<file path="src/sv/mass_spring_cloth_step_top_assert.svh">
// Assertion macros shared by the cloth step RTL.
// Needs clk and rst_n in the scope where a macro is used.
`ifndef MASS_SPRING_CLOTH_STEP_TOP_ASSERT_SVH
`define MASS_SPRING_CLOTH_STEP_TOP_ASSERT_SVH
// Same-cycle implication, idle during reset.
`define MSC_ASSERT_IMPL(name, ante, cons, msg) \
  name: assert property (@(posedge clk) disable iff (!rst_n) (ante) |-> (cons)) \
    else $error(msg);
// Next-cycle implication, idle during reset.
`define MSC_ASSERT_NEXT(name, ante, cons, msg) \
  name: assert property (@(posedge clk) disable iff (!rst_n) (ante) |=> (cons)) \
    else $error(msg);
`endif

</file>
<file path="src/sv/msc_pkg.sv">
// Shared grid constants, command/status structs and fixed-point helpers
// for the cloth step block. No dependencies.
`default_nettype none
package msc_pkg;

  localparam int COLS      = 11;
  localparam int ROWS      = 10;
  localparam int NPTS      = ROWS * COLS;
  localparam int PT_W      = $clog2(NPTS);
  localparam int ROW_W     = $clog2(ROWS);
  localparam int COL_W     = $clog2(COLS);
  localparam int X_SPACING = 78643;

  localparam logic [63:0] D2_ONE = 64'h0000_0001_0000_0000;

  localparam logic CMD_STEP = 1'b0;
  localparam logic CMD_READ = 1'b1;

  typedef logic signed [31:0] word_t;
  typedef word_t [2:0]        vec3_t;
  typedef logic signed [69:0] prod_t;

  typedef enum logic [2:0] {
    REG_GRAVITY     = 3'd0,
    REG_WIND_X      = 3'd1,
    REG_WIND_Y      = 3'd2,
    REG_WIND_Z      = 3'd3,
    REG_WIND_FACTOR = 3'd4,
    REG_SPRING_GAIN = 3'd5,
    REG_DAMPING     = 3'd6
  } reg_idx_t;

  typedef enum logic [3:0] {
    M_NONE, M_GRAV_DT, M_DAMP_DT, M_WIND_DT, M_WTMP_WF, M_DIFF_SQ,
    M_D_DT, M_K0_GAIN, M_DIFF_K, M_V_M, M_V_DT
  } mul_op_t;

  typedef struct packed {
    mul_op_t         mul;
    logic [1:0]      comp;
    logic            rd_pos;
    logic            rd_vel;
    logic [PT_W-1:0] addr_a;
    logic [PT_W-1:0] addr_b;
    logic            ld_dt;
    logic            diff;
    logic            sqrt_go;
    logic            v_load;
    logic            v_grav;
    logic            v_wind;
    logic            v_store;
    logic            p_store;
    logic            out_ld;
  } dp_cmd_t;

  typedef struct packed {
    logic spring_on;
    logic sqrt_busy;
    logic out_busy;
  } dp_sts_t;

  // arithmetic shift that truncates toward zero
  function automatic prod_t shr_tz(input prod_t p, input int unsigned s);
    prod_t mag;
    mag = p[69] ? -p : p;
    mag = mag >> s;
    return p[69] ? -mag : mag;
  endfunction

  function automatic word_t sat32(input logic signed [71:0] v);
    if (v > 72'sd2147483647) return 32'sh7FFFFFFF;
    if (v < -72'sd2147483648) return 32'sh80000000;
    return $signed(v[31:0]);
  endfunction

  function automatic logic is_anchor(input logic [PT_W-1:0] idx);
    return (idx == PT_W'(0)) || (idx == PT_W'(COLS / 2)) || (idx == PT_W'(COLS - 1));
  endfunction

  // rest grid position of a point
  function automatic vec3_t pos_init(input logic [PT_W-1:0] idx);
    int    row;
    int    col;
    vec3_t p;
    row = 0;
    for (int r = 1; r < ROWS; r++) begin
      if (int'(idx) >= r * COLS) row = r;
    end
    col  = int'(idx) - row * COLS;
    p[0] = 32'(col * X_SPACING);
    p[1] = 32'(row * 65536);
    p[2] = '0;
    return p;
  endfunction

endpackage
`default_nettype wire

</file>
<file path="src/sv/msc_ctrl.sv">
// Cloth step sequencer: walks the grid, schedules the shared multiplier
// and square root, and handles read commands. Uses msc_pkg.
`default_nettype none
`include "mass_spring_cloth_step_top_assert.svh"
module msc_ctrl
  import msc_pkg::*;
(
  input  wire logic       clk,
  input  wire logic       rst_n,
  input  wire logic       in_valid,
  output logic            in_ready,
  input  wire logic       in_cmd,
  input  wire logic [7:0] in_point_index,
  output dp_cmd_t         cmd,
  input  wire dp_sts_t    sts
);

  typedef enum logic [4:0] {
    S_IDLE, S_PRE, S_VRD, S_VGET, S_NB, S_DIFF, S_SQ, S_SQW, S_CHK, S_SQRT,
    S_KDT, S_KW1, S_KGN, S_KW2, S_DK, S_NXT, S_GRAV, S_WIND, S_DAMP, S_DW,
    S_VST, S_PRD, S_PMUL, S_PW, S_PST, S_RRD, S_ROUT
  } state_t;

  state_t           state_r, state_nxt;
  logic [PT_W-1:0]  pt_r, pt_nxt;
  logic [ROW_W-1:0] row_r, row_nxt;
  logic [COL_W-1:0] col_r, col_nxt;
  logic [1:0]       nbr_r, nbr_nxt;
  logic [3:0]       sub_r, sub_nxt;
  logic             has_nb;
  logic [PT_W-1:0]  nb_addr;
  logic             last_pt;

  always_comb begin
    case (nbr_r)
      2'd0: begin
        has_nb  = (row_r != '0);
        nb_addr = pt_r - PT_W'(COLS);
      end
      2'd1: begin
        has_nb  = (row_r != ROW_W'(ROWS - 1));
        nb_addr = pt_r + PT_W'(COLS);
      end
      2'd2: begin
        has_nb  = (col_r != '0);
        nb_addr = pt_r - PT_W'(1);
      end
      default: begin
        has_nb  = (col_r != COL_W'(COLS - 1));
        nb_addr = pt_r + PT_W'(1);
      end
    endcase
  end

  assign last_pt  = (pt_r == PT_W'(NPTS - 1));
  assign in_ready = (state_r == S_IDLE);

  always_comb begin
    state_nxt   = state_r;
    pt_nxt      = pt_r;
    row_nxt     = row_r;
    col_nxt     = col_r;
    nbr_nxt     = nbr_r;
    sub_nxt     = sub_r;
    cmd         = '0;
    cmd.mul     = M_NONE;
    cmd.addr_a  = pt_r;
    cmd.addr_b  = nb_addr;
    case (state_r)
      S_IDLE: begin
        if (in_valid) begin
          if (in_cmd == CMD_STEP) begin
            cmd.ld_dt = 1'b1;
            pt_nxt    = '0;
            row_nxt   = '0;
            col_nxt   = '0;
            sub_nxt   = '0;
            state_nxt = S_PRE;
          end else if ({1'b0, in_point_index} < 9'(NPTS)) begin
            pt_nxt    = in_point_index[PT_W-1:0];
            state_nxt = S_RRD;
          end
        end
      end
      S_PRE: begin
        sub_nxt = sub_r + 4'd1;
        case (sub_r)
          4'd0:  cmd.mul = M_GRAV_DT;
          4'd1:  cmd.mul = M_DAMP_DT;
          4'd2:  begin cmd.mul = M_WIND_DT; cmd.comp = 2'd0; end
          4'd4:  begin cmd.mul = M_WTMP_WF; cmd.comp = 2'd0; end
          4'd5:  begin cmd.mul = M_WIND_DT; cmd.comp = 2'd1; end
          4'd7:  begin cmd.mul = M_WTMP_WF; cmd.comp = 2'd1; end
          4'd8:  begin cmd.mul = M_WIND_DT; cmd.comp = 2'd2; end
          4'd10: begin cmd.mul = M_WTMP_WF; cmd.comp = 2'd2; end
          4'd11: state_nxt = S_VRD;
          default: ;
        endcase
      end
      S_VRD: begin
        cmd.rd_vel = 1'b1;
        state_nxt  = S_VGET;
      end
      S_VGET: begin
        cmd.v_load = 1'b1;
        nbr_nxt    = '0;
        sub_nxt    = '0;
        state_nxt  = is_anchor(pt_r) ? S_DAMP : S_NB;
      end
      S_NB: begin
        if (has_nb) begin
          cmd.rd_pos = 1'b1;
          state_nxt  = S_DIFF;
        end else begin
          state_nxt  = S_NXT;
        end
      end
      S_DIFF: begin
        cmd.diff  = 1'b1;
        sub_nxt   = '0;
        state_nxt = S_SQ;
      end
      S_SQ: begin
        cmd.mul  = M_DIFF_SQ;
        cmd.comp = sub_r[1:0];
        sub_nxt  = sub_r + 4'd1;
        if (sub_r == 4'd2) state_nxt = S_SQW;
      end
      S_SQW: state_nxt = S_CHK;
      S_CHK: begin
        if (sts.spring_on) begin
          cmd.sqrt_go = 1'b1;
          state_nxt   = S_SQRT;
        end else begin
          state_nxt   = S_NXT;
        end
      end
      S_SQRT: if (!sts.sqrt_busy) state_nxt = S_KDT;
      S_KDT: begin
        cmd.mul   = M_D_DT;
        state_nxt = S_KW1;
      end
      S_KW1: state_nxt = S_KGN;
      S_KGN: begin
        cmd.mul   = M_K0_GAIN;
        state_nxt = S_KW2;
      end
      S_KW2: begin
        sub_nxt   = '0;
        state_nxt = S_DK;
      end
      S_DK: begin
        cmd.mul  = M_DIFF_K;
        cmd.comp = sub_r[1:0];
        sub_nxt  = sub_r + 4'd1;
        if (sub_r == 4'd2) state_nxt = S_NXT;
      end
      S_NXT: begin
        if (nbr_r == 2'd3) begin
          state_nxt = S_GRAV;
        end else begin
          nbr_nxt   = nbr_r + 2'd1;
          state_nxt = S_NB;
        end
      end
      S_GRAV: begin
        cmd.v_grav = 1'b1;
        state_nxt  = S_WIND;
      end
      S_WIND: begin
        cmd.v_wind = 1'b1;
        sub_nxt    = '0;
        state_nxt  = S_DAMP;
      end
      S_DAMP: begin
        cmd.mul  = M_V_M;
        cmd.comp = sub_r[1:0];
        sub_nxt  = sub_r + 4'd1;
        if (sub_r == 4'd2) state_nxt = S_DW;
      end
      S_DW: state_nxt = S_VST;
      S_VST: begin
        cmd.v_store = 1'b1;
        if (last_pt) begin
          pt_nxt    = '0;
          state_nxt = S_PRD;
        end else begin
          pt_nxt = pt_r + PT_W'(1);
          if (col_r == COL_W'(COLS - 1)) begin
            col_nxt = '0;
            row_nxt = row_r + ROW_W'(1);
          end else begin
            col_nxt = col_r + COL_W'(1);
          end
          state_nxt = S_VRD;
        end
      end
      S_PRD: begin
        cmd.rd_pos = 1'b1;
        cmd.rd_vel = 1'b1;
        sub_nxt    = '0;
        state_nxt  = S_PMUL;
      end
      S_PMUL: begin
        cmd.mul  = M_V_DT;
        cmd.comp = sub_r[1:0];
        sub_nxt  = sub_r + 4'd1;
        if (sub_r == 4'd2) state_nxt = S_PW;
      end
      S_PW: state_nxt = S_PST;
      S_PST: begin
        cmd.p_store = 1'b1;
        if (last_pt) begin
          state_nxt = S_IDLE;
        end else begin
          pt_nxt    = pt_r + PT_W'(1);
          state_nxt = S_PRD;
        end
      end
      S_RRD: begin
        cmd.rd_pos = 1'b1;
        state_nxt  = S_ROUT;
      end
      S_ROUT: begin
        if (!sts.out_busy) begin
          cmd.out_ld = 1'b1;
          state_nxt  = S_IDLE;
        end
      end
      default: state_nxt = S_IDLE;
    endcase
  end

  always_ff @(posedge clk) begin
    if (!rst_n) begin
      state_r <= S_IDLE;
      pt_r    <= '0;
      row_r   <= '0;
      col_r   <= '0;
      nbr_r   <= '0;
      sub_r   <= '0;
    end else begin
      state_r <= state_nxt;
      pt_r    <= pt_nxt;
      row_r   <= row_nxt;
      col_r   <= col_nxt;
      nbr_r   <= nbr_nxt;
      sub_r   <= sub_nxt;
    end
  end

  `MSC_ASSERT_IMPL(a_sqrt_free, cmd.sqrt_go, !sts.sqrt_busy, "sqrt restarted while busy")
  `MSC_ASSERT_IMPL(a_out_free, cmd.out_ld, !sts.out_busy, "pending result overwritten")
  `MSC_ASSERT_NEXT(a_step_pre, in_valid && in_ready && in_cmd == CMD_STEP, state_r == S_PRE, "step did not start")
  `MSC_ASSERT_NEXT(a_sqrt_done, state_r == S_SQRT && !sts.sqrt_busy, state_r == S_KDT, "sqrt result dropped")

endmodule
`default_nettype wire

</file>
<file path="config.mk">
export PLATFORM = sky130hd
export DESIGN_NAME = msc_ctrl
export DESIGN_NICKNAME = d
export VERILOG_FILES = /design/src/sv/msc_pkg.sv /design/src/sv/msc_ctrl.sv
export VERILOG_INCLUDE_DIRS = /design/src /design/src/sv
export SDC_FILE = /design/constraint.sdc
export NUM_CORES = 1
export LEC_CHECK = 0
export BUFFER_PORTS_ARGS = -buffer_cell sky130_fd_sc_hd__buf_2
export CAP_MARGIN = 0
export CELL_PAD_IN_SITES_DETAIL_PLACEMENT = 1
export CELL_PAD_IN_SITES_GLOBAL_PLACEMENT = 1
export CORE_MARGIN = 3
export CORE_UTILIZATION = 37
export DETAILED_ROUTE_END_ITERATION = 8
export PLACE_DENSITY_LB_ADDON = 0.1
export SLEW_MARGIN = 20
export SYNTH_ARGS = -nofsm -noshare
export SYNTH_HDL_FRONTEND = slang
export SYNTH_SLANG_ARGS = --single-unit
</file>
<file path="constraint.sdc">
create_clock -name clk -period 2.4 [get_ports clk]
set_input_delay 0.48 -clock clk [delete_from_list [all_inputs] [get_ports clk]]
set_output_delay 0.48 -clock clk [all_outputs]
set_load 0.01 [all_outputs]
</file>
==> metrics.md <==
| Metric | Value |
|---|---|
| Status | `complete, but fails checks` |
| Failing checks | `setup timing` |
| Mapped Area | `0.00274 mm^2` |
| Syn Nets | `around 410` |
| DRT Wirelength | `9620 um` |
| Flop2flop setup slack | `approximately 240 ps` |
| Die W | `a little over 90 um` |
| Maxcap violations | `0` |
| PD cells | `896 mW/mm^2` |
| Num rows | `30` |
| Sequential-to-total area share from yosys stat | `19.0%` |
| Top cell type by total area after synthesis | `dfxtp_1` |
| Antenna-violating nets left | `0` |
| Post-synth ARST share | `0%` |
| Static Leak | `~1.5 nW` |
| Total gr overflow | `0` |
| Worst slew pin tran | `649 ps` |
| Post-synth EDFFs | `0` |
| RSZ-0062 raised after global routing | `yes` |
| Ys flop type | `dfxtp_1` |
| Die Footprint | `0.00848 mm^2` |
| Core area | `between 0.006 and 0.007 mm^2` |
| Synthesis Warnings | `0` |
| Worst-path fanout max | `3` |
| Slew Limit Fails | `0` |
| Total iterations of the first detailed-routing run | `5` |
| Reg clk slew, reported paths | `about 90 ps` |
| DP Cell Count | `518` |
| Port-buffer cells | `46` |
| CTS tree | `done` |
| Longest Clk Path Bufs | `2` |
| Tot GR Track Use | `22.2%` |
| Finished Core Util | `50.9%` |
| Maximum clock frequency | `around 370 MHz` |
| Remaining routing DRC violations | `0` |
| Most common cell in the netlist | `nor2_1` |
| Synth top area share | `between 10% and 20%` |
| Critical Path AT | `2210 ps` |
| Fin area | `0.00356 mm^2` |
| Post-layout minimum cycle time | `2690 ps` |
| Via count | `3033` |
| Worst Skew | `1.70 ps` |
| Share of layout cells above drive strength 1 | `between 30% and 40%` |
| Unique masters post-synth | `75` |
| WS Path Type | `flop to primary output` |
| Initial antenna violation count | `0` |
| Worst R2R Path Depth | `7` |
| Via density per instance | `5.72` |
| Headroom to the max-slew limit | `between 50% and 60%` |
| Hold path depth | `1` |
| Syn Inst Count | `approximately 370` |
| Final Net Count | `about 480` |
| Final worst-path cycle share | `112%` |
| # IOs | `47` |
| H-tree lvl count | `1` |
| Final Hold Violating Endpoints | `0` |
| GPL Wtd Cong | `0.868` |
| Drt wl/cell | `18.1 um` |
| Hold WC Path Type | `flop to flop` |
| Synth area leaders | `dfxtp_1, ha_1, a21oi_1` |
| Worst skew pair latency | `280 ps` |
| Placed cell areas | `0.00325 mm^2` |
| Root Driver | `clkbuf_8` |
| Type of origin of the critical path | `flop` |
| Synthesis-to-layout area growth | `29.7%` |
| VDD IR max | `325 uV` |
| First-pass GRT wire length | `~15000 um` |
| Number of global-route vias before repair | `between 2000 and 3000` |
| CP endpoint kind | `primary output` |
| Diodes inserted | `0` |
| Final setup vio count | `6` |
| Synth top cells by count | `nor2_1, a21oi_1, dfxtp_1` |
| Finished Layout Cells | `between 500 and 600` |
| CP required | `about 1900 ps` |
| Initial drt markers | `202` |
| Num Clock Sinks | `26` |
| TritonCTS Buffers | `3` |
| Post-detail-place hpwl | `7200 um` |
| Largest net degree at the start of global routing | `30` |
| Initial Utilization | `39.3%` |
| Setup ws final | `-286 ps` |
| Mapped Avg Cell Area | `7.49 um^2` |
| Die extent in y | `92.1 um` |
| #FFs+latches synth | `26` |
-- cell families after synthesis --
family / share of synthesized area [%]
xor gates and xnor gates: 4.47
buffers and inverters: 6.21
adders and majority gates: 11.7
DFF: 19.0
AOI/OAI and AO/OA: 27.7
muxes: 1.14
and+or+nand+nor: 29.8
-- worst max-delay path, cell delays in order, from the launching register on --
cell and delay, ps:
dfxtp_4 390, inv_4 40, ha_4 230, ha_4 260, a21o_1 110, a21o_1 140
a21oi_2 80, or4b_4 480, nand3_2 80, buf_6 100
-- placed cells by master (no fill, tap or decap), types with 5 or more instances in the layout --
| cell | netlist | final |
|---|---|---|
| a211oi_1 | 7 | 6 |
| a21o_1 | 6 | 6 |
| a21oi_1 | 29 | 25 |
| buf_2 | 7 | 44 |
| buf_4 | 0 | 34 |
| dfxtp_1 | 26 | 18 |
| dfxtp_2 | 0 | 6 |
| ha_1 | 24 | 18 |
| ha_4 | 0 | 5 |
| inv_1 | 22 | 19 |
| nand2_1 | 24 | 24 |
| nand2b_1 | 13 | 11 |
| nand3_1 | 13 | 12 |
| nor2_1 | 33 | 32 |
| nor2b_1 | 8 | 6 |
| nor3_1 | 15 | 15 |
| o21ai_0 | 16 | 13 |
| xnor2_1 | 6 | 5 |
| xor2_1 | 8 | 7 |
-- repair_timing --
item                       in CTS  in global routing
setup endpoints to repair      10                 11
setup buffers                   3                  5
hold buffers                    0                  0
gates cloned                    0                  0
pin swaps                       9                  7
gates resized for setup        25                 19
-- per-stage QoR --
stage / worst slack, ps / power (W) / hold slack [ps] / TNS (ps)
3_3_place_gp: -10.4 / 0.00262 / 511 / -18.2
2_1_floorplan: 88.1 / 0.00200 / 471 / 0
6_report: -286 / 0.00319 / 481 / -1120
3_5_place_dp: -130 / 0.00267 / 533 / -273
5_1_grt: -377 / 0.00344 / 500 / -1710
4_1_cts: -290 / 0.00308 / 533 / -1250
-- layer usage --
layer	global-route usage, %	part of all wire [%]	up-vias	routed length (um)
met4	2.48	0.61	0	59
met3	2.38	3.2	6	305
met1	31.3	49	1494	4680
met2	37.6	47	59	4570
li1	-	-	1474	-
met5	0	0	-	0
-- flip-flops by register name, indices dropped and copies added (netlist names) --
| register | count |
|---|---|
| col_r | 4 |
| state_r | 5 |
| sub_r | 4 |
| nbr_r | 2 |
| pt_r | 7 |
| row_r | 4 |
-- where the power goes --
part	internal (W)	switching [W]	total [W]
Combinational	0.000954	0.00129	0.00225
Sequential	0.000524	0.000121	0.000645
Clock	0.000147	0.000150	0.000297
-- area by class of cell --
class | instances | area (um^2)
Inverter | 22 | 87.6
Fill cell | 915 | 3430
Sequential cell | 26 | 536
Multi-Input combinational cell | 299 | 2210
Tap cell | 96 | 120
Timing Repair Buffer | 83 | 544
Clock buffer | 4 | 55.1
-- path summary, 6_finish.rpt --
kind / from / endpoint
worst max register to register: state_r[0] / row_r[3]
worst max-delay path: nbr_r[0] / cmd[14]
worst min register to register: sub_r[0] / sub_r[0]
worst min-delay path: sub_r[0] / sub_r[0]
(Power assumes the default switching activity.)
